### src/rtl/affine_point_transform_unit_macros.svh
// ----------------------------------------------------------------------------
// Affine point transform unit assertion macros
// Shared assertion wrappers; they assume a clock named clk and a reset rst.
// ----------------------------------------------------------------------------
`ifndef AFFINE_POINT_TRANSFORM_UNIT_MACROS_SVH
`define AFFINE_POINT_TRANSFORM_UNIT_MACROS_SVH
`ifndef NO_ASSERTIONS
`define APT_ASSERT_SAME(lbl, ante, cons, msg) \
  lbl: assert property (@(posedge clk) disable iff (rst) (ante) |-> (cons)) \
    else $error(msg);
`define APT_ASSERT_NEXT(lbl, ante, cons, msg) \
  lbl: assert property (@(posedge clk) disable iff (rst) (ante) |=> (cons)) \
    else $error(msg);
`else
`define APT_ASSERT_SAME(lbl, ante, cons, msg)
`define APT_ASSERT_NEXT(lbl, ante, cons, msg)
`endif
`endif

### src/rtl/apt_pkg.sv
// ----------------------------------------------------------------------------
// Affine point transform package
// Widths, register map, reset values and payload types of the unit.
// ----------------------------------------------------------------------------
`timescale 1ns / 1ps

package apt_pkg;

  localparam int COORD_WIDTH = 32;
  localparam int COEFF_WIDTH = 16;
  localparam int COEFF_FRAC  = COEFF_WIDTH - 2;
  localparam int ROW_WIDTH   = 48;
  localparam int PROD_WIDTH  = COORD_WIDTH + COEFF_WIDTH;
  localparam int SUM_WIDTH   = PROD_WIDTH + 3;
  localparam int RND_WIDTH   = SUM_WIDTH - COEFF_FRAC;
  localparam int PDATA_WIDTH = 64;
  localparam int PADDR_WIDTH = 6;
  localparam int REG_SEL_LSB = 3;
  localparam int REG_SEL_WIDTH = PADDR_WIDTH - REG_SEL_LSB;

  localparam logic [ROW_WIDTH-1:0] ROW_X_RESET = ROW_WIDTH'(1) << COEFF_FRAC;
  localparam logic [ROW_WIDTH-1:0] ROW_Y_RESET = ROW_WIDTH'(1) << (COEFF_FRAC + COEFF_WIDTH);
  localparam logic [ROW_WIDTH-1:0] ROW_Z_RESET =
    ROW_WIDTH'(1) << (COEFF_FRAC + 2 * COEFF_WIDTH);

  localparam logic signed [COORD_WIDTH-1:0] COORD_MAX = {1'b0, {(COORD_WIDTH-1){1'b1}}};
  localparam logic signed [COORD_WIDTH-1:0] COORD_MIN = {1'b1, {(COORD_WIDTH-1){1'b0}}};

  localparam logic FUNC_DIRECTION = 1'b1;

  typedef enum logic [REG_SEL_WIDTH-1:0] {
    REG_ROW_X    = 3'd0,
    REG_ROW_Y    = 3'd1,
    REG_ROW_Z    = 3'd2,
    REG_OFFSET_X = 3'd3,
    REG_OFFSET_Y = 3'd4,
    REG_OFFSET_Z = 3'd5
  } reg_idx_t;

  typedef struct packed {
    logic                          func;
    logic signed [COORD_WIDTH-1:0] in_x;
    logic signed [COORD_WIDTH-1:0] in_y;
    logic signed [COORD_WIDTH-1:0] in_z;
  } req_t;

  typedef struct packed {
    logic signed [COORD_WIDTH-1:0] out_x;
    logic signed [COORD_WIDTH-1:0] out_y;
    logic signed [COORD_WIDTH-1:0] out_z;
    logic                          overflow;
  } rsp_t;

  typedef struct packed {
    logic        [ROW_WIDTH-1:0]   row_x;
    logic        [ROW_WIDTH-1:0]   row_y;
    logic        [ROW_WIDTH-1:0]   row_z;
    logic signed [COORD_WIDTH-1:0] offset_x;
    logic signed [COORD_WIDTH-1:0] offset_y;
    logic signed [COORD_WIDTH-1:0] offset_z;
  } cfg_t;

  typedef struct packed {
    logic en1;
    logic en2;
    logic en3;
    logic en4;
    logic point;
  } stage_ctrl_t;

endpackage

### src/rtl/apt_row_pipe.sv
// ----------------------------------------------------------------------------
// Affine point transform row pipeline
// Four-stage datapath for one output component: multiply, partial sums,
// final sum with rounding shift, and saturation.
// ----------------------------------------------------------------------------
`timescale 1ns / 1ps

module apt_row_pipe import apt_pkg::*; (
  input  logic                          clk,
  input  stage_ctrl_t                   ctrl,
  input  logic        [ROW_WIDTH-1:0]   coeffs,
  input  logic signed [COORD_WIDTH-1:0] offset,
  input  logic signed [COORD_WIDTH-1:0] coord_x,
  input  logic signed [COORD_WIDTH-1:0] coord_y,
  input  logic signed [COORD_WIDTH-1:0] coord_z,
  output logic signed [COORD_WIDTH-1:0] value,
  output logic                          sat
);

  localparam logic signed [SUM_WIDTH-1:0] ROUND_BIAS = SUM_WIDTH'(1) << (COEFF_FRAC - 1);

  logic signed [COEFF_WIDTH-1:0] c0;
  logic signed [COEFF_WIDTH-1:0] c1;
  logic signed [COEFF_WIDTH-1:0] c2;
  logic signed [PROD_WIDTH-1:0]  p0;
  logic signed [PROD_WIDTH-1:0]  p1;
  logic signed [PROD_WIDTH-1:0]  p2;
  logic signed [SUM_WIDTH-1:0]   off_term;
  logic signed [SUM_WIDTH-1:0]   sum_a;
  logic signed [SUM_WIDTH-1:0]   sum_b;
  logic signed [SUM_WIDTH-1:0]   total;
  logic signed [RND_WIDTH-1:0]   rounded;
  logic                          fits;

  assign c0 = coeffs[0*COEFF_WIDTH +: COEFF_WIDTH];
  assign c1 = coeffs[1*COEFF_WIDTH +: COEFF_WIDTH];
  assign c2 = coeffs[2*COEFF_WIDTH +: COEFF_WIDTH];

  assign off_term = ctrl.point ? (SUM_WIDTH'(offset) <<< COEFF_FRAC) : '0;
  assign total    = sum_a + sum_b;
  assign fits     = (rounded[RND_WIDTH-1:COORD_WIDTH-1] == '0) ||
                    (rounded[RND_WIDTH-1:COORD_WIDTH-1] == '1);

  always_ff @(posedge clk) begin
    if (ctrl.en1) begin
      p0 <= c0 * coord_x;
      p1 <= c1 * coord_y;
      p2 <= c2 * coord_z;
    end
    if (ctrl.en2) begin
      sum_a <= SUM_WIDTH'(p0) + SUM_WIDTH'(p1);
      sum_b <= SUM_WIDTH'(p2) + off_term + ROUND_BIAS;
    end
    if (ctrl.en3) begin
      rounded <= RND_WIDTH'(total >>> COEFF_FRAC);
    end
    if (ctrl.en4) begin
      sat <= !fits;
      if (fits) begin
        value <= rounded[COORD_WIDTH-1:0];
      end else begin
        value <= rounded[RND_WIDTH-1] ? COORD_MIN : COORD_MAX;
      end
    end
  end

endmodule

### config.mk
export PLATFORM = sky130hd
export DESIGN_NAME = apt_row_pipe
export DESIGN_NICKNAME = d
export VERILOG_FILES = /design/src/rtl/affine_point_transform_unit_macros.svh /design/src/rtl/apt_pkg.sv /design/src/rtl/apt_row_pipe.sv
export SDC_FILE = /design/constraint.sdc
export NUM_CORES = 2
export LEC_CHECK = 0
export BUFFER_PORTS_ARGS = -buffer_cell sky130_fd_sc_hd__buf_2
export CORE_ASPECT_RATIO = 0.8
export CORE_MARGIN = 2
export CORE_UTILIZATION = 70
export DETAILED_ROUTE_END_ITERATION = 8
export PLACE_DENSITY = 0.84
export REMOVE_ABC_BUFFERS = 1
export SLEW_MARGIN = 10
export SYNTH_ARGS = -nofsm -noshare
export SYNTH_HDL_FRONTEND = slang
export SYNTH_SLANG_ARGS = --single-unit
### constraint.sdc
create_clock -name clk -period 12.25 [get_ports clk]
set_clock_uncertainty 0.1 [all_clocks]
set_input_delay 2.45 -clock clk [delete_from_list [all_inputs] [get_ports clk]]
set_output_delay 2.45 -clock clk [all_outputs]
set_load 0.005 [all_outputs]
## Word level (Yosys, flattened, before mapping)

Index checks and enable logic that the tools add are counted.

- Multipliers: 3
- Add/sub/neg operators: 4
- Equality and inequality tests: 1
- Mux-type cells: 3
- Reductions and logical operators: 3

Operators by type and width:

| kind | number |
|---|---|
| $mul 16x32->48 | 3 |
| $mux 32 | 2 |
| $add 48x51->51 | 1 |
| $add 51x15->51 const B | 1 |
| $add 51x51->51 | 1 |
| $mux 51 | 1 |
| $add 48x48->49 | 1 |
| $eq 6x6->1 const B | 1 |
| $logic_not 6->1 | 1 |
| $logic_not 1->1 | 1 |
| $logic_or 1x1->1 | 1 |

- Register bits: 316
- Input port bits: 182

## Longest topological paths before layout

- Word-level depth: 3
- Depth in mapped cells: 26
- Mapped depth without buffers: 24

## Worst setup path before layout

No wires, ideal clock.

- Kind: input -> register
- Start point: in coeffs[1]
- End point: reg p0[41], data pin
- Setup time: 258 ps
- Path buffers: 2
- Setup slack: 3694 ps
- Data required time: 11892 ps
- Stages: 23
- Arrival time: 8199 ps
- Cell sequence: clkbuf_1 -> nand2_1 -> fa_1 -> fa_1 -> inv_1 -> fa_1 -> fa_1 -> fa_1 -> inv_1 -> fa_1 -> inv_1 -> ha_1 -> clkbuf_1 -> o21ai_0 -> o211ai_1 -> a221oi_1 -> o21ai_0 -> o41ai_2 -> o21ai_2 -> a211oi_1 -> o21ai_0 -> a21oi_1 -> xnor2_1

- Cells in the longest elaborated chain, start to end: 1

RTL lines:

| item | line | text |
|---|---|---|
| from (decl) | apt_row_pipe.sv:11 | `input logic [ROW_WIDTH-1:0] coeffs,` |
| $mul 16x32->48 | apt_row_pipe.sv:46 | `p0 <= c0 * coord_x;` |
| to (signal assigned) | apt_row_pipe.sv:46 |  |
| to (decl) | apt_row_pipe.sv:25 | `logic signed [PROD_WIDTH-1:0] p0;` |

Every way passes these cells.
A chain may end at the register's enable or synchronous reset.

## Worst setup path after layout

Same ends and word-level chain as after synthesis.

==> results.md <==
- Number of global-route vias before repair: 54,400
- Placed wire-length estimate: 134,000 um
- Post-synth EDFFs: 314
- Max clock buf depth: 3
- CP max FO: 32
- GPL Wtd Cong: 0.927
- Prevailing post-synth register cell: edfxtp_1
- Async SR Flop Fraction: 0%
- Initial core utilization: 70.8%
- Num rows: 102
- Via/cell ratio: 5.84
- Setup violators final: 0
- Period utilisation layout: 75.5%
- Post-synth top area cell: fa_1
- Placed insts: 8,481
- Setup TNS: 0 ps
- Gr busiest metal: met2
- Die area: 101,000 um^2
- Met3 GRT Util: 9.61%
- Worst skew pair latency: 560 ps
- Die Wd: 354 um
- Count leader, synth: inv_1
- Initial DRC Count: 4,052
- Pre-Repair DR Iteration Count: 8
- Drt drc: 0
- Die H: 284 um
- I/O pin count: 215
- Worst path required time: 12,450 ps
- Slew HR: 30.7%
- Vias: 49,900
- Seq cells post-synth: 314
- Slew Limit Fails: 0
- Pin count of the biggest net entering global routing: 80
- Post-CTS Resized: 0
- Synthesized area: 68,700 um^2
- CP Class: in -> reg
- Warnings from Yosys: 0
- Minimum clock period: 9250 ps
- Hold_ws: 308 ps
- Worst path arrival time: 9450 ps
- Root Buffer: clkbuf_16
- Layout Cells excl Fill: 8,545
- First-pass GRT wire length: 278,000 um
- Clock Pin Slew Worst Setup and Hold Paths: 60 ps
- Share of cells above drive strength 1: 4.07%
- Port Buffers: 214
- RSZ-0062 raised after global routing: false
- Fillers: 6,847
- Least-Margin Pin Slew: 1010 ps
- CORE AREA: 97,100 um^2
- Yosys top cell area share: 42.5%
- Initial antenna violation count: 3
- Synth area leaders: fa_1 (43%), edfxtp_1 (14%), inv_1 (9.1%)
- Max-cap violations: 0
- CP Capture Type: flip-flop
- Mapped Cells: 7,225
- GR Util met2: 55.6%
- Antenna Nets Post-Route: 0
- Post-DR wirelength/cell: 19.5 um
- Number of hold buffers added after cts: 0
- Cell variety after synth: 65
- Fmax: 108 MHz
- CTS tree: done
- Startpoint Class: input pin
- Sequential area share after synthesis: 13.7%
- Syn Area/Cell: 9.51 um^2
- All-Layer GR Usage: 34.9%
- Final Hold Fails: 0
- Clk sinks: 314
- Global Route met1 Usage: 46.9%
- H-tree depth: 2
- Fin nets: 9,334
- Area Overhead vs Synth: 4.29%
- Postcts setup bufs: 0
- GRT Residual Overflow: 0
- Worst min path class: reg -> reg
- Synth cell count leaders: inv_1 (1,670), fa_1 (1,460), nand2_1 (937), and2_1 (665), ha_1 (473)
- WL final: 167,000 um
- CTS Buf Count: 36
- Status: complete, no violations
[flip-flops by register name, indices dropped and copies added (netlist names)]
name	flops
p2	48
rounded	37
sum_a	49
sat	1
p1	48
value	32
sum_b	51
p0	48
[stage by stage]
step	area [um^2]	setup WS, ps	util (%)
6_report	71700	3000	73.8
5_1_grt	71700	2740	73.8
3_3_place_gp	70500	2690	72.6
3_5_place_dp	70500	2530	72.6
4_1_cts	71700	3090	73.8
2_1_floorplan	67800	3720	-
[layer usage]
layer / part of all wire (%) / vias to the layer above
li1: - / 21800
met1: 38 / 24800
met2: 46 / 2707
met3: 12 / 523
met4: 3.4 / 4
met5: 0.017 / -
[critical path, cell delays in order]
cell and delay [ps]:
buf_2 570, nand2_1 180, fa_1 540, fa_1 510, fa_1 510, inv_1 60
fa_1 510, fa_1 510, inv_1 70, fa_1 490, inv_1 40, ha_1 340
and2_1 210, o2111a_1 130, a221oi_1 690, a211oi_1 360, o41ai_2 430, o21ai_2 190
a211oi_1 260, o21ai_0 110, a21oi_1 190, xnor2_1 80
[path summary, 6_finish.rpt]
kind	to	cells after the start	slack [ps]	start
setup / recovery	p0[41]	22	3000	coeffs[1]
hold / removal	sum_b[7]	0	310	p2[7]
setup reg to reg	sum_a[47]	11	8080	p0[22]
hold reg to reg	sum_b[7]	0	310	p2[7]
[layout by cell type (no fill, tap or decap), types with 22 or more instances in the layout]
cell       netlist  final
a211oi_1        33     33
a21o_1         144    144
a21oi_1        230    230
and2_1         665    665
and3_1          29     29
buf_2            1    212
clkbuf_16        0     37
edfxtp_1       314    314
fa_1          1460   1460
ha_1           473    473
inv_1         1670   1670
nand2_1        937    937
nand2b_1        41     41
nand3_1         55     55
nor2_1         202    201
nor2b_1         31     31
nor3_1          22     22
o211ai_1        25     25
o21a_1          36     36
o21ai_0        118    118
o21bai_1        40     40
xnor2_1        179    179
xor2_1          70     70
[area by class of cell]
class	instances	area, um^2	share of cell area, %
Tap cell	1300	1630	2.27
Sequential cell	314	9430	13.2
Antenna cell	1	2.50	0.00349
Multi-Input combinational cell	4974	52000	72.6
Timing Repair Buffer	220	1120	1.57
Clock inverter	22	240	0.335
Clock buffer	41	941	1.31
Inverter	1673	6280	8.76
[kinds of logic (layout without fill, tap and decap cells)]
| group | Yosys count | in the layout | share of synthesized area, % |
|---|---|---|---|
| simple gates | 2047 | 2047 | 14.4 |
| buf+inv | 1937 | 1956 | 10.6 |
| fa+ha+maj | 1933 | 1933 | 51.1 |
| compound gates | 743 | 743 | 6.98 |
| flops | 314 | 314 | 13.7 |
| xor+xnor | 249 | 249 | 3.17 |
| mux | 2 | 2 | 0.0291 |
| other cells | 0 | 1 | 0 |
Power is left out: the tool's default activity adds up to more than one toggle a clock period on the data nets, which glitch-free logic cannot reach.
