[src/rtl/affine_point_transform_unit_macros.svh]
// ----------------------------------------------------------------------------
// Affine point transform unit assertion macros
// Shared assertion wrappers; they assume a clock named clk and a reset rst.
// ----------------------------------------------------------------------------
`ifndef AFFINE_POINT_TRANSFORM_UNIT_MACROS_SVH
`define AFFINE_POINT_TRANSFORM_UNIT_MACROS_SVH
`ifndef NO_ASSERTIONS
`define APT_ASSERT_SAME(lbl, ante, cons, msg) \
  lbl: assert property (@(posedge clk) disable iff (rst) (ante) |-> (cons)) \
    else $error(msg);
`define APT_ASSERT_NEXT(lbl, ante, cons, msg) \
  lbl: assert property (@(posedge clk) disable iff (rst) (ante) |=> (cons)) \
    else $error(msg);
`else
`define APT_ASSERT_SAME(lbl, ante, cons, msg)
`define APT_ASSERT_NEXT(lbl, ante, cons, msg)
`endif
`endif

[src/rtl/apt_pkg.sv]
// ----------------------------------------------------------------------------
// Affine point transform package
// Widths, register map, reset values and payload types of the unit.
// ----------------------------------------------------------------------------
`timescale 1ns / 1ps

package apt_pkg;

  localparam int COORD_WIDTH = 32;
  localparam int COEFF_WIDTH = 16;
  localparam int COEFF_FRAC  = COEFF_WIDTH - 2;
  localparam int ROW_WIDTH   = 48;
  localparam int PROD_WIDTH  = COORD_WIDTH + COEFF_WIDTH;
  localparam int SUM_WIDTH   = PROD_WIDTH + 3;
  localparam int RND_WIDTH   = SUM_WIDTH - COEFF_FRAC;
  localparam int PDATA_WIDTH = 64;
  localparam int PADDR_WIDTH = 6;
  localparam int REG_SEL_LSB = 3;
  localparam int REG_SEL_WIDTH = PADDR_WIDTH - REG_SEL_LSB;

  localparam logic [ROW_WIDTH-1:0] ROW_X_RESET = ROW_WIDTH'(1) << COEFF_FRAC;
  localparam logic [ROW_WIDTH-1:0] ROW_Y_RESET = ROW_WIDTH'(1) << (COEFF_FRAC + COEFF_WIDTH);
  localparam logic [ROW_WIDTH-1:0] ROW_Z_RESET =
    ROW_WIDTH'(1) << (COEFF_FRAC + 2 * COEFF_WIDTH);

  localparam logic signed [COORD_WIDTH-1:0] COORD_MAX = {1'b0, {(COORD_WIDTH-1){1'b1}}};
  localparam logic signed [COORD_WIDTH-1:0] COORD_MIN = {1'b1, {(COORD_WIDTH-1){1'b0}}};

  localparam logic FUNC_DIRECTION = 1'b1;

  typedef enum logic [REG_SEL_WIDTH-1:0] {
    REG_ROW_X    = 3'd0,
    REG_ROW_Y    = 3'd1,
    REG_ROW_Z    = 3'd2,
    REG_OFFSET_X = 3'd3,
    REG_OFFSET_Y = 3'd4,
    REG_OFFSET_Z = 3'd5
  } reg_idx_t;

  typedef struct packed {
    logic                          func;
    logic signed [COORD_WIDTH-1:0] in_x;
    logic signed [COORD_WIDTH-1:0] in_y;
    logic signed [COORD_WIDTH-1:0] in_z;
  } req_t;

  typedef struct packed {
    logic signed [COORD_WIDTH-1:0] out_x;
    logic signed [COORD_WIDTH-1:0] out_y;
    logic signed [COORD_WIDTH-1:0] out_z;
    logic                          overflow;
  } rsp_t;

  typedef struct packed {
    logic        [ROW_WIDTH-1:0]   row_x;
    logic        [ROW_WIDTH-1:0]   row_y;
    logic        [ROW_WIDTH-1:0]   row_z;
    logic signed [COORD_WIDTH-1:0] offset_x;
    logic signed [COORD_WIDTH-1:0] offset_y;
    logic signed [COORD_WIDTH-1:0] offset_z;
  } cfg_t;

  typedef struct packed {
    logic en1;
    logic en2;
    logic en3;
    logic en4;
    logic point;
  } stage_ctrl_t;

endpackage

[src/rtl/apt_cfg_regs.sv]
// ----------------------------------------------------------------------------
// Affine point transform configuration registers
// APB register file holding the matrix rows and the translation column.
// ----------------------------------------------------------------------------
`timescale 1ns / 1ps

module apt_cfg_regs import apt_pkg::*; (
  input  logic                   clk,
  input  logic                   rst,
  input  logic                   psel,
  input  logic                   penable,
  input  logic                   pwrite,
  input  logic [PADDR_WIDTH-1:0] paddr,
  input  logic [PDATA_WIDTH-1:0] pwdata,
  output logic [PDATA_WIDTH-1:0] prdata,
  output logic                   pready,
  output cfg_t                   cfg
);

  logic     wr_en;
  reg_idx_t sel;

  assign pready = 1'b1;
  assign wr_en  = psel && penable && pwrite;
  assign sel    = reg_idx_t'(paddr[PADDR_WIDTH-1:REG_SEL_LSB]);

  always_ff @(posedge clk) begin
    if (rst) begin
      cfg.row_x    <= ROW_X_RESET;
      cfg.row_y    <= ROW_Y_RESET;
      cfg.row_z    <= ROW_Z_RESET;
      cfg.offset_x <= '0;
      cfg.offset_y <= '0;
      cfg.offset_z <= '0;
    end else if (wr_en) begin
      case (sel)
        REG_ROW_X:    cfg.row_x    <= pwdata[ROW_WIDTH-1:0];
        REG_ROW_Y:    cfg.row_y    <= pwdata[ROW_WIDTH-1:0];
        REG_ROW_Z:    cfg.row_z    <= pwdata[ROW_WIDTH-1:0];
        REG_OFFSET_X: cfg.offset_x <= pwdata[COORD_WIDTH-1:0];
        REG_OFFSET_Y: cfg.offset_y <= pwdata[COORD_WIDTH-1:0];
        REG_OFFSET_Z: cfg.offset_z <= pwdata[COORD_WIDTH-1:0];
        default: ;
      endcase
    end
  end

  always_comb begin
    case (sel)
      REG_ROW_X:    prdata = PDATA_WIDTH'(cfg.row_x);
      REG_ROW_Y:    prdata = PDATA_WIDTH'(cfg.row_y);
      REG_ROW_Z:    prdata = PDATA_WIDTH'(cfg.row_z);
      REG_OFFSET_X: prdata = PDATA_WIDTH'(unsigned'(cfg.offset_x));
      REG_OFFSET_Y: prdata = PDATA_WIDTH'(unsigned'(cfg.offset_y));
      REG_OFFSET_Z: prdata = PDATA_WIDTH'(unsigned'(cfg.offset_z));
      default:      prdata = '0;
    endcase
  end

endmodule

[config.mk]
export PLATFORM = sky130hd
export DESIGN_NAME = apt_cfg_regs
export DESIGN_NICKNAME = d
export VERILOG_FILES = /design/src/rtl/affine_point_transform_unit_macros.svh /design/src/rtl/apt_pkg.sv /design/src/rtl/apt_cfg_regs.sv
export SDC_FILE = /design/constraint.sdc
export NUM_CORES = 1
export LEC_CHECK = 0
export ABC_AREA = 1
export BUFFER_PORTS_ARGS = -buffer_cell sky130_fd_sc_hd__buf_2
export CORE_AREA = 8 8 161 163
export CTS_CLUSTER_DIAMETER = 50
export DETAILED_ROUTE_END_ITERATION = 10
export DIE_AREA = 0 0 169 171
export PLACE_DENSITY = 0.79
export SYNTH_ARGS = -nofsm -noshare
export SYNTH_HDL_FRONTEND = slang
export SYNTH_SLANG_ARGS = --single-unit
[constraint.sdc]
create_clock -name clk -period 1.23 [get_ports clk]
set_input_delay 0.0615 -clock clk [delete_from_list [all_inputs] [get_ports clk]]
set_output_delay 0.0615 -clock clk [all_outputs]
set_load 0.01 [all_outputs]
---- Word-level counts from Yosys, hierarchy flattened ----
Cells that the tools add are included.
operators by class
  equal/unequal tests ..................... 5
  mux-type cells .......................... 1
  reduce and logical (&&, ||, !) cells .... 9
operators by type and width
  operator                                                               count
  48-bit one-hot mux with 6 select lines                                 1
  2-bit AND reduction                                                    6
  3-bit by 2-bit equality test with 1-bit output, second input constant  2
  3-bit equality test, second input constant                             2
  3-bit by 1-bit equality test with 1-bit output, second input constant  1
  3-bit zero test                                                        1
  1-bit logical AND                                                      2
word-level totals
  register bits after elaboration ......... 240
  input bits .............................. 75

---- Logic depth before layout (Yosys ltp) ----
Gate-level depths: netlist of the first run.
  depth in word-level cells ............... 3
  depth in mapped cells ................... 9
  gate-level depth less buffers ........... 7

---- Worst setup path before layout of the first run ----
Ideal clock, no wire load.
  path type ............................... input-to-reg
  start ................................... input port paddr[5]
  end ..................................... register cfg[68] (netlist bit)
  setup time .............................. 113 ps
  data arrival time ....................... 935 ps
  data required time ...................... 1117 ps
  slack ................................... 182 ps
  stages .................................. 8
  buffers on the path ..................... 2
  path through ............................ buf_2 > inv_4 > nand3_4 > nor2_4 > buf_2 > nand2_1 > nand2_1 > nor2_1
on the way
  cells in the longest elaborated chain, start to end .. 2
RTL lines
  element                                         RTL line            source
  start: declaration                              apt_cfg_regs.sv:13  input logic [PADDR_WIDTH-1:0] paddr,
  3-bit by 2-bit equality test with 1-bit output  apt_cfg_regs.sv:36  case (sel)
  2-bit AND reduction (no line)                   -
  end: declaration                                apt_cfg_regs.sv:17  output cfg_t cfg
No other way between the ends.
A chain may end at the register's enable or synchronous reset.

---- Worst setup path after layout of the first run ----
  start ................................... register cfg[29] (netlist bit)
  end ..................................... output port prdata[29]
on the way
  cells in the longest elaborated chain, start to end .. 1
RTL lines
  element                                 RTL line            source
  48-bit one-hot mux with 6 select lines  apt_cfg_regs.sv:49  case (sel)
  end: declaration                        apt_cfg_regs.sv:15  output logic [PDATA_WIDTH-1:0] prdata,
No other way between the ends.

==> results of run 1 <==
[worst min-delay path, cell delays in order]
cell and delay, ns:
buf_2 0.12, nand3_4 0.20, o21ai_0 0.12, nand3_1 0.06
[per-layer routing]
layer | vias to the layer above | global-route usage | part of all wire
met5 | - | 0 | 0
met1 | 6681 | 0.384 | 0.37
li1 | 6762 | - | -
met2 | 1105 | 0.535 | 0.46
met4 | 0 | 0.141 | 0.046
met3 | 203 | 0.0691 | 0.12
[metrics by stage]
step           std cells  setup TNS, ns  setup slack, ns  area, sq um  hold slack, ns
2_1_floorplan       1867              0            0.182        11800           0.188
3_3_place_gp        2447          -6.36          -0.0921        14100           0.294
3_5_place_dp        2447         -10.78           -0.113        14100           0.295
4_1_cts             2658          -4.73           -0.224        16800          0.0295
5_1_grt             2682          -7.49           -0.282        17400          0.0633
6_report            2682          -5.16           -0.248        17400          0.0556
[what timing repair did]
action                                  in CTS  in global routing
gates cloned                                 5                  1
endpoints found under the setup margin      48                 56
hold buffers                                49                  0
setup buffers                              106                 23
gates resized for setup                    188                134
endpoints found under the hold margin      229                  0
pin swaps                                   60                 61
[logic make-up (layout without fill, tap and decap cells)]
logic type | count (synthesis) | in the layout | synth area share
flip-flops | 240 | 240 | 0.410
AND/OR/NAND/NOR | 1339 | 1339 | 0.476
AO/OA/AOI/OAI | 29 | 29 | 0.0124
other | 2 | 17 | 0.000640
buffers and inverters | 242 | 738 | 0.101
[Yosys cell counts (all sizes together)]
cell / n
nor2: 543
nand2: 471
nand3: 261
dfxtp: 240
buf: 130
inv: 84
nand4: 64
clkbuf: 27
a21oi: 26
o21ai: 3
conb: 2
clkinv: 1
[worst max path at each step]
stage	end	slack, ns	cells after the start	start
6_report	prdata[29]	-0.25	5	cfg[29]
4_1_cts	prdata[28]	-0.22	5	cfg[172]
3_5_place_dp	prdata[0]	-0.11	9	paddr[3]
3_3_place_gp	prdata[21]	-0.09	9	paddr[3]
5_1_grt	prdata[29]	-0.28	5	cfg[29]
2_1_floorplan	prdata[10]	0.18	8	paddr[5]
[power by group through the flow]
stage / combinational [mW] / clock [mW] / sequential [mW]
finish: 2.13 / 8.68 / 7.95
global route: 2.28 / 9.07 / 7.96
CTS: 2.00 / 8.67 / 7.95
detailed placement: 1.69 / 0 / 8.13
global placement: 1.67 / 0 / 8.13
floorplan: 0.996 / 0 / 8.16
[cell type report]
class / count / area (sq um)
clock inverter: 12 / 155
inverter: 85 / 332
tap: 319 / 399
fill: 1671 / 5850
multi-input combinational: 1385 / 6130
sequential: 240 / 5050
clock buffer: 39 / 803
timing repair buffer: 602 / 4550
==> flow_summary_export.csv, run 1 <==
group,metric,value,unit
outcome,status,"finished, violations left",
outcome,violations,"negative setup slack",
sta,finalSetupViolCount,45,
floorplan,die_w,169,um
power_and_ir_drop,pwr-share-comb,0.114,
power_and_ir_drop,power,18.8,mW
power_and_ir_drop,cellPowerDensity,1080,mW/mm^2
power_and_ir_drop,p_seq_frac,0.424,
floorplan,start_util,0.504,
grt,gr-total-overflow,0,
final_layout,area_growth_syn_to_layout,48.4,%
setup_path,crit_required,1.17,ns
routing,viasPerCell,5.50,
hold_path,min_to,"cfg[174]",
floorplan,core,0.0233,sq mm
final_layout,layout_common_cells,"nor2_1 (519), nand2_1 (440), buf_2 (315)",
yosys,synth_area_leader_cell,"dfxtp_1",
yosys,synth_area_leaders,"dfxtp_1 (41%), nor2_1 (17%), nand2_1 (15%)",
sta,max_freq,677,MHz
placement,dp_hpwl,29900,um
placement,port_buffers,343,
hold_path,worstHoldPathCells,4,
yosys,synth_warnings,0,
cts,clkSinkCount,240,
sta,setup_ws,-0.248,ns
power_and_ir_drop,p_int,13.9,mW
sta,period_share,1.20,
routing,drt-pass1-iter-count,6,
setup_path,max_stage_delay,0.33,ns
setup_path,crit_top_cell,"nand2_1",
floorplan,die-area,0.0289,sq mm
yosys,netlist_area,0.0117,sq mm
hold_path,hold_class,"input pin to flop",
hold_path,hold_path.startpoint,"psel",
setup_path,crit_path_start_kind,"flop",
setup_path,critPathKind,"flop to primary output",
cts,cts.clk_slew.worst_paths,0.06,ns
floorplan,pin_count,380,
setup_path,reg2reg_from,"cfg[7]",
cts,clock_latency,0.53,ns
final_layout,drive_gt1_frac,0.373,
power_and_ir_drop,leakagePower,8.83,nW
grt,grt_pass1_wl,74600,um
cts,cts_buffers,28,
flow_run,maxCapViolations,0,
sta,worst_clock_skew,0,ns
setup_path,path_max_fanout,3,
sta,period_needed,1.48,ns
routing,drt_iter0_drc,1578,
setup_path,crit_chain,"nand4_1 -> nand2_1 -> nor2_2 -> nand2_1 -> buf_2",
final_layout,reg.largest.list,"cfg x240",
floorplan,row_count,56,
cts,clock-root-buffer,"clkbuf_16",
routing,avgRoutedWirePerCell,18.9,um
yosys,ys_ff_latch,240,
sta,rsz0062_at_grt,"yes",
yosys,yosysSeqAreaShare,0.410,
grt,antenna_found_initial,0,
grt,track_usage,0.317,
power_and_ir_drop,p_sw,4.87,mW
power_and_ir_drop,p_clk_frac,0.463,
setup_path,slowest_stage,"dfxtp_2",
routing,route.detailed.drc,0,
yosys,syn-mean-instance-area,6.34,sq um
setup_path,ff2ff_path_depth,4,
setup_path,ff2ff_setup_slack,0.38,ns
power_and_ir_drop,switching_share,0.259,
final_layout,fin_util,0.749,
routing,finalWirelength,50700,um
sta,drv_slew,0,
power_and_ir_drop,ir_drop,0.816,mV
grt,grt_max_degree,55,
yosys,synthCells,1852,
cts,htreeDepth,1,
final_layout,num_antenna_cells,0,
setup_path,end_kind,"primary output",
setup_path,crit_family,"simple AND/OR/NAND/NOR gates",
sta,hold_viol,0,
routing,vias,14800,
placement,routabilityCongestion,0.925,
sta,worstMarginPinSlew,0.539,ns
yosys,synth_top_cell_area_share,0.410,
sta,maxSlewHeadroom,0.641,
setup_path,rr_endpoint,"cfg[7]",
final_layout,largest_reg_flops,240,
routing,ant_nets,0,
cts,cts.path.max_buffers,3,
final_layout,final_nets,2417,
final_layout,layout_commonest_cell,"nor2_1",
yosys,yosysUniqueCellTypes,20,
floorplan,die_h,171,um
grt,grt_pass1_vias,14000,
setup_path,cp_num_buf_inv,1,
final_layout,regMostFlops,"cfg",
cts,cts_tree,"built",
setup_path,worstPathArrival,1.42,ns
Power figures use the tool's default switching activity.
==> inputs of run 2 (changes only) <==
CORE_AREA = 8 8 156 158   (was 8 8 161 163)
DIE_AREA = 0 0 164 166   (was 0 0 169 171)
PLACE_DENSITY = 0.84   (was 0.79)
clock period = 1.9 ns   (was 1.23 ns; I/O delays follow)
==> flow_summary_export.csv, run 2 (synthesis results as in run 1) <==
group,metric,value,unit
outcome,status,"complete, no violations",
setup_path,crit_path_start_kind,"input pin",
floorplan,die_w,164,um
final_layout,final_cell_count_no_fill,2484,
final_layout,layout_common_cells,"nor2_1 (532), nand2_1 (471), buf_2 (343)",
sta,final.setup.tns,0,ns
final_layout,largest_reg_flops,240,
cts,cts_setup_buffers,0,
sta,drv_slew,0,
cts,cts.clk_slew.worst_paths,0.06,ns
grt,antenna_found_initial,1,
placement,routabilityCongestion,0.874,
routing,wl_met3,5140,um
sta,rsz0062_at_grt,"no",
hold_path,hold_class,"input pin to flop",
sta,period_share,0.850,
routing,route.detailed.drc,0,
cts,cts_resized,0,
setup_path,path_max_fanout,38,
grt,grt_max_degree,78,
flow_run,maxCapViolations,0,
grt,track_usage,0.300,
final_layout,multi_input_area,0.00583,sq mm
routing,ant_nets,0,
placement,dp.cells,2383,
final_layout,regArea,0.00480,sq mm
power_and_ir_drop,cellPowerDensity,792,mW/mm^2
routing,finalWirelength,43000,um
final_layout,fin_area,0.0150,sq mm
routing,wl_met1,16400,um
routing,dr.max_layer_used,"met5",
final_layout,final_nets,2251,
power_and_ir_drop,ir_drop,0.596,mV
sta,finalSetupViolCount,0,
cts,clock-root-buffer,"clkbuf_16",
setup_path,critPathKind,"input pin to primary output",
grt,grt_pass1_vias,12700,
sta,period_needed,1.62,ns
cts,cts.path.max_buffers,3,
floorplan,die-area,0.0272,sq mm
sta,hold_viol,0,
placement,placed_area,0.0135,sq mm
final_layout,reg.largest.list,"cfg x240",
power_and_ir_drop,leakagePower,7.57,nW
cts,htreeDepth,1,
setup_path,crit_required,1.80,ns
final_layout,regMostFlops,"cfg",
final_layout,layout_commonest_cell,"nor2_1",
floorplan,core,0.0221,sq mm
placement,port_buffers,343,
setup_path,worstPathArrival,1.52,ns
routing,viasPerCell,5.43,
routing,vias,13500,
final_layout,fillers,1891,
setup_path,end_kind,"primary output",
sta,worst_clock_skew,0,ns
final_layout,area_growth_syn_to_layout,27.9,%
routing,drt-pass1-iter-count,6,
grt,gr-total-overflow,0,
routing,avgRoutedWirePerCell,17.3,um
sta,max_freq,619,MHz
grt,grt_pass1_wl,66800,um
floorplan,pin_count,380,
routing,met2WireLength,19600,um
final_layout,drive_gt1_frac,0.206,
routing,drt_iter0_drc,1262,
placement,dp_hpwl,28100,um
floorplan,row_count,55,
floorplan,die_h,166,um
floorplan,start_util,0.531,
cts,clkSinkCount,240,
cts,cts_buffers,28,
cts,cts_tree,"built",
cts,clock_latency,0.53,ns
cts,cts_hold_buf,48,
## run 2: cell types whose count changed in the layout (fill, tap and decap cells not counted), moves of 20 or more
cell and change:
buf_12 -20, buf_2 +28, buf_4 -130, buf_6 -36, dfxtp_1 +179, dfxtp_2 -171
nand2_1 +31, nand2_2 -30, nand3_1 +36, nand3_2 -36
## run 2: layout make-up
cell class | instances | share of cell area
clock buffer | 40 | 0.0551
clock inverter | 11 | 0.0101
timing repair buffer | 436 | 0.180
tap | 285 | 0.0238
multi-input combinational | 1385 | 0.389
inverter | 85 | 0.0219
antenna | 2 | 0.000334
sequential | 240 | 0.320
## run 2: power by group
group,internal (mW),leakage (nW),switching [mW]
Combinational,0.365,5.16,0.748
Clock,3.44,0.472,2.18
Sequential,5.10,1.94,0.0558
Total,8.91,7.57,2.98
## run 2: worst paths after layout
check                              start    endpoint  slack, ns  depth (start not counted)
worst max-delay path            paddr[3]  prdata[26]       0.28                          7
worst min-delay path                 rst     cfg[88]       0.02                          4
worst max register to register  cfg[206]    cfg[206]       1.15                          2
worst min register to register   cfg[88]     cfg[88]       0.49                          2
## run 2: per-layer routing
layer | track usage | up-vias
li1 | - | 6419
met1 | 0.369 | 6104
met2 | 0.489 | 851
met3 | 0.0654 | 123
met4 | 0.137 | 2
met5 | 0 | -
## run 2: worst max-delay path: stages
cell and delay (ns):
buf_2 0.37, buf_4 0.49, nand4_1 0.17, nand2_1 0.13
nor2_1 0.06, nand2_1 0.05, buf_2 0.13
## run 2: stage by stage
step / setup slack, ns / hold slack [ns] / power, mW / utilization
2_1_floorplan: 0.785 / 0.221 / 5.93 / -
3_3_place_gp: 0.337 / 0.333 / 6.25 / 0.613
3_5_place_dp: 0.314 / 0.352 / 6.27 / 0.613
4_1_cts: 0.265 / 0.00307 / 11.9 / 0.679
5_1_grt: 0.147 / 0.0329 / 12.2 / 0.679
6_report: 0.285 / 0.0181 / 11.9 / 0.679
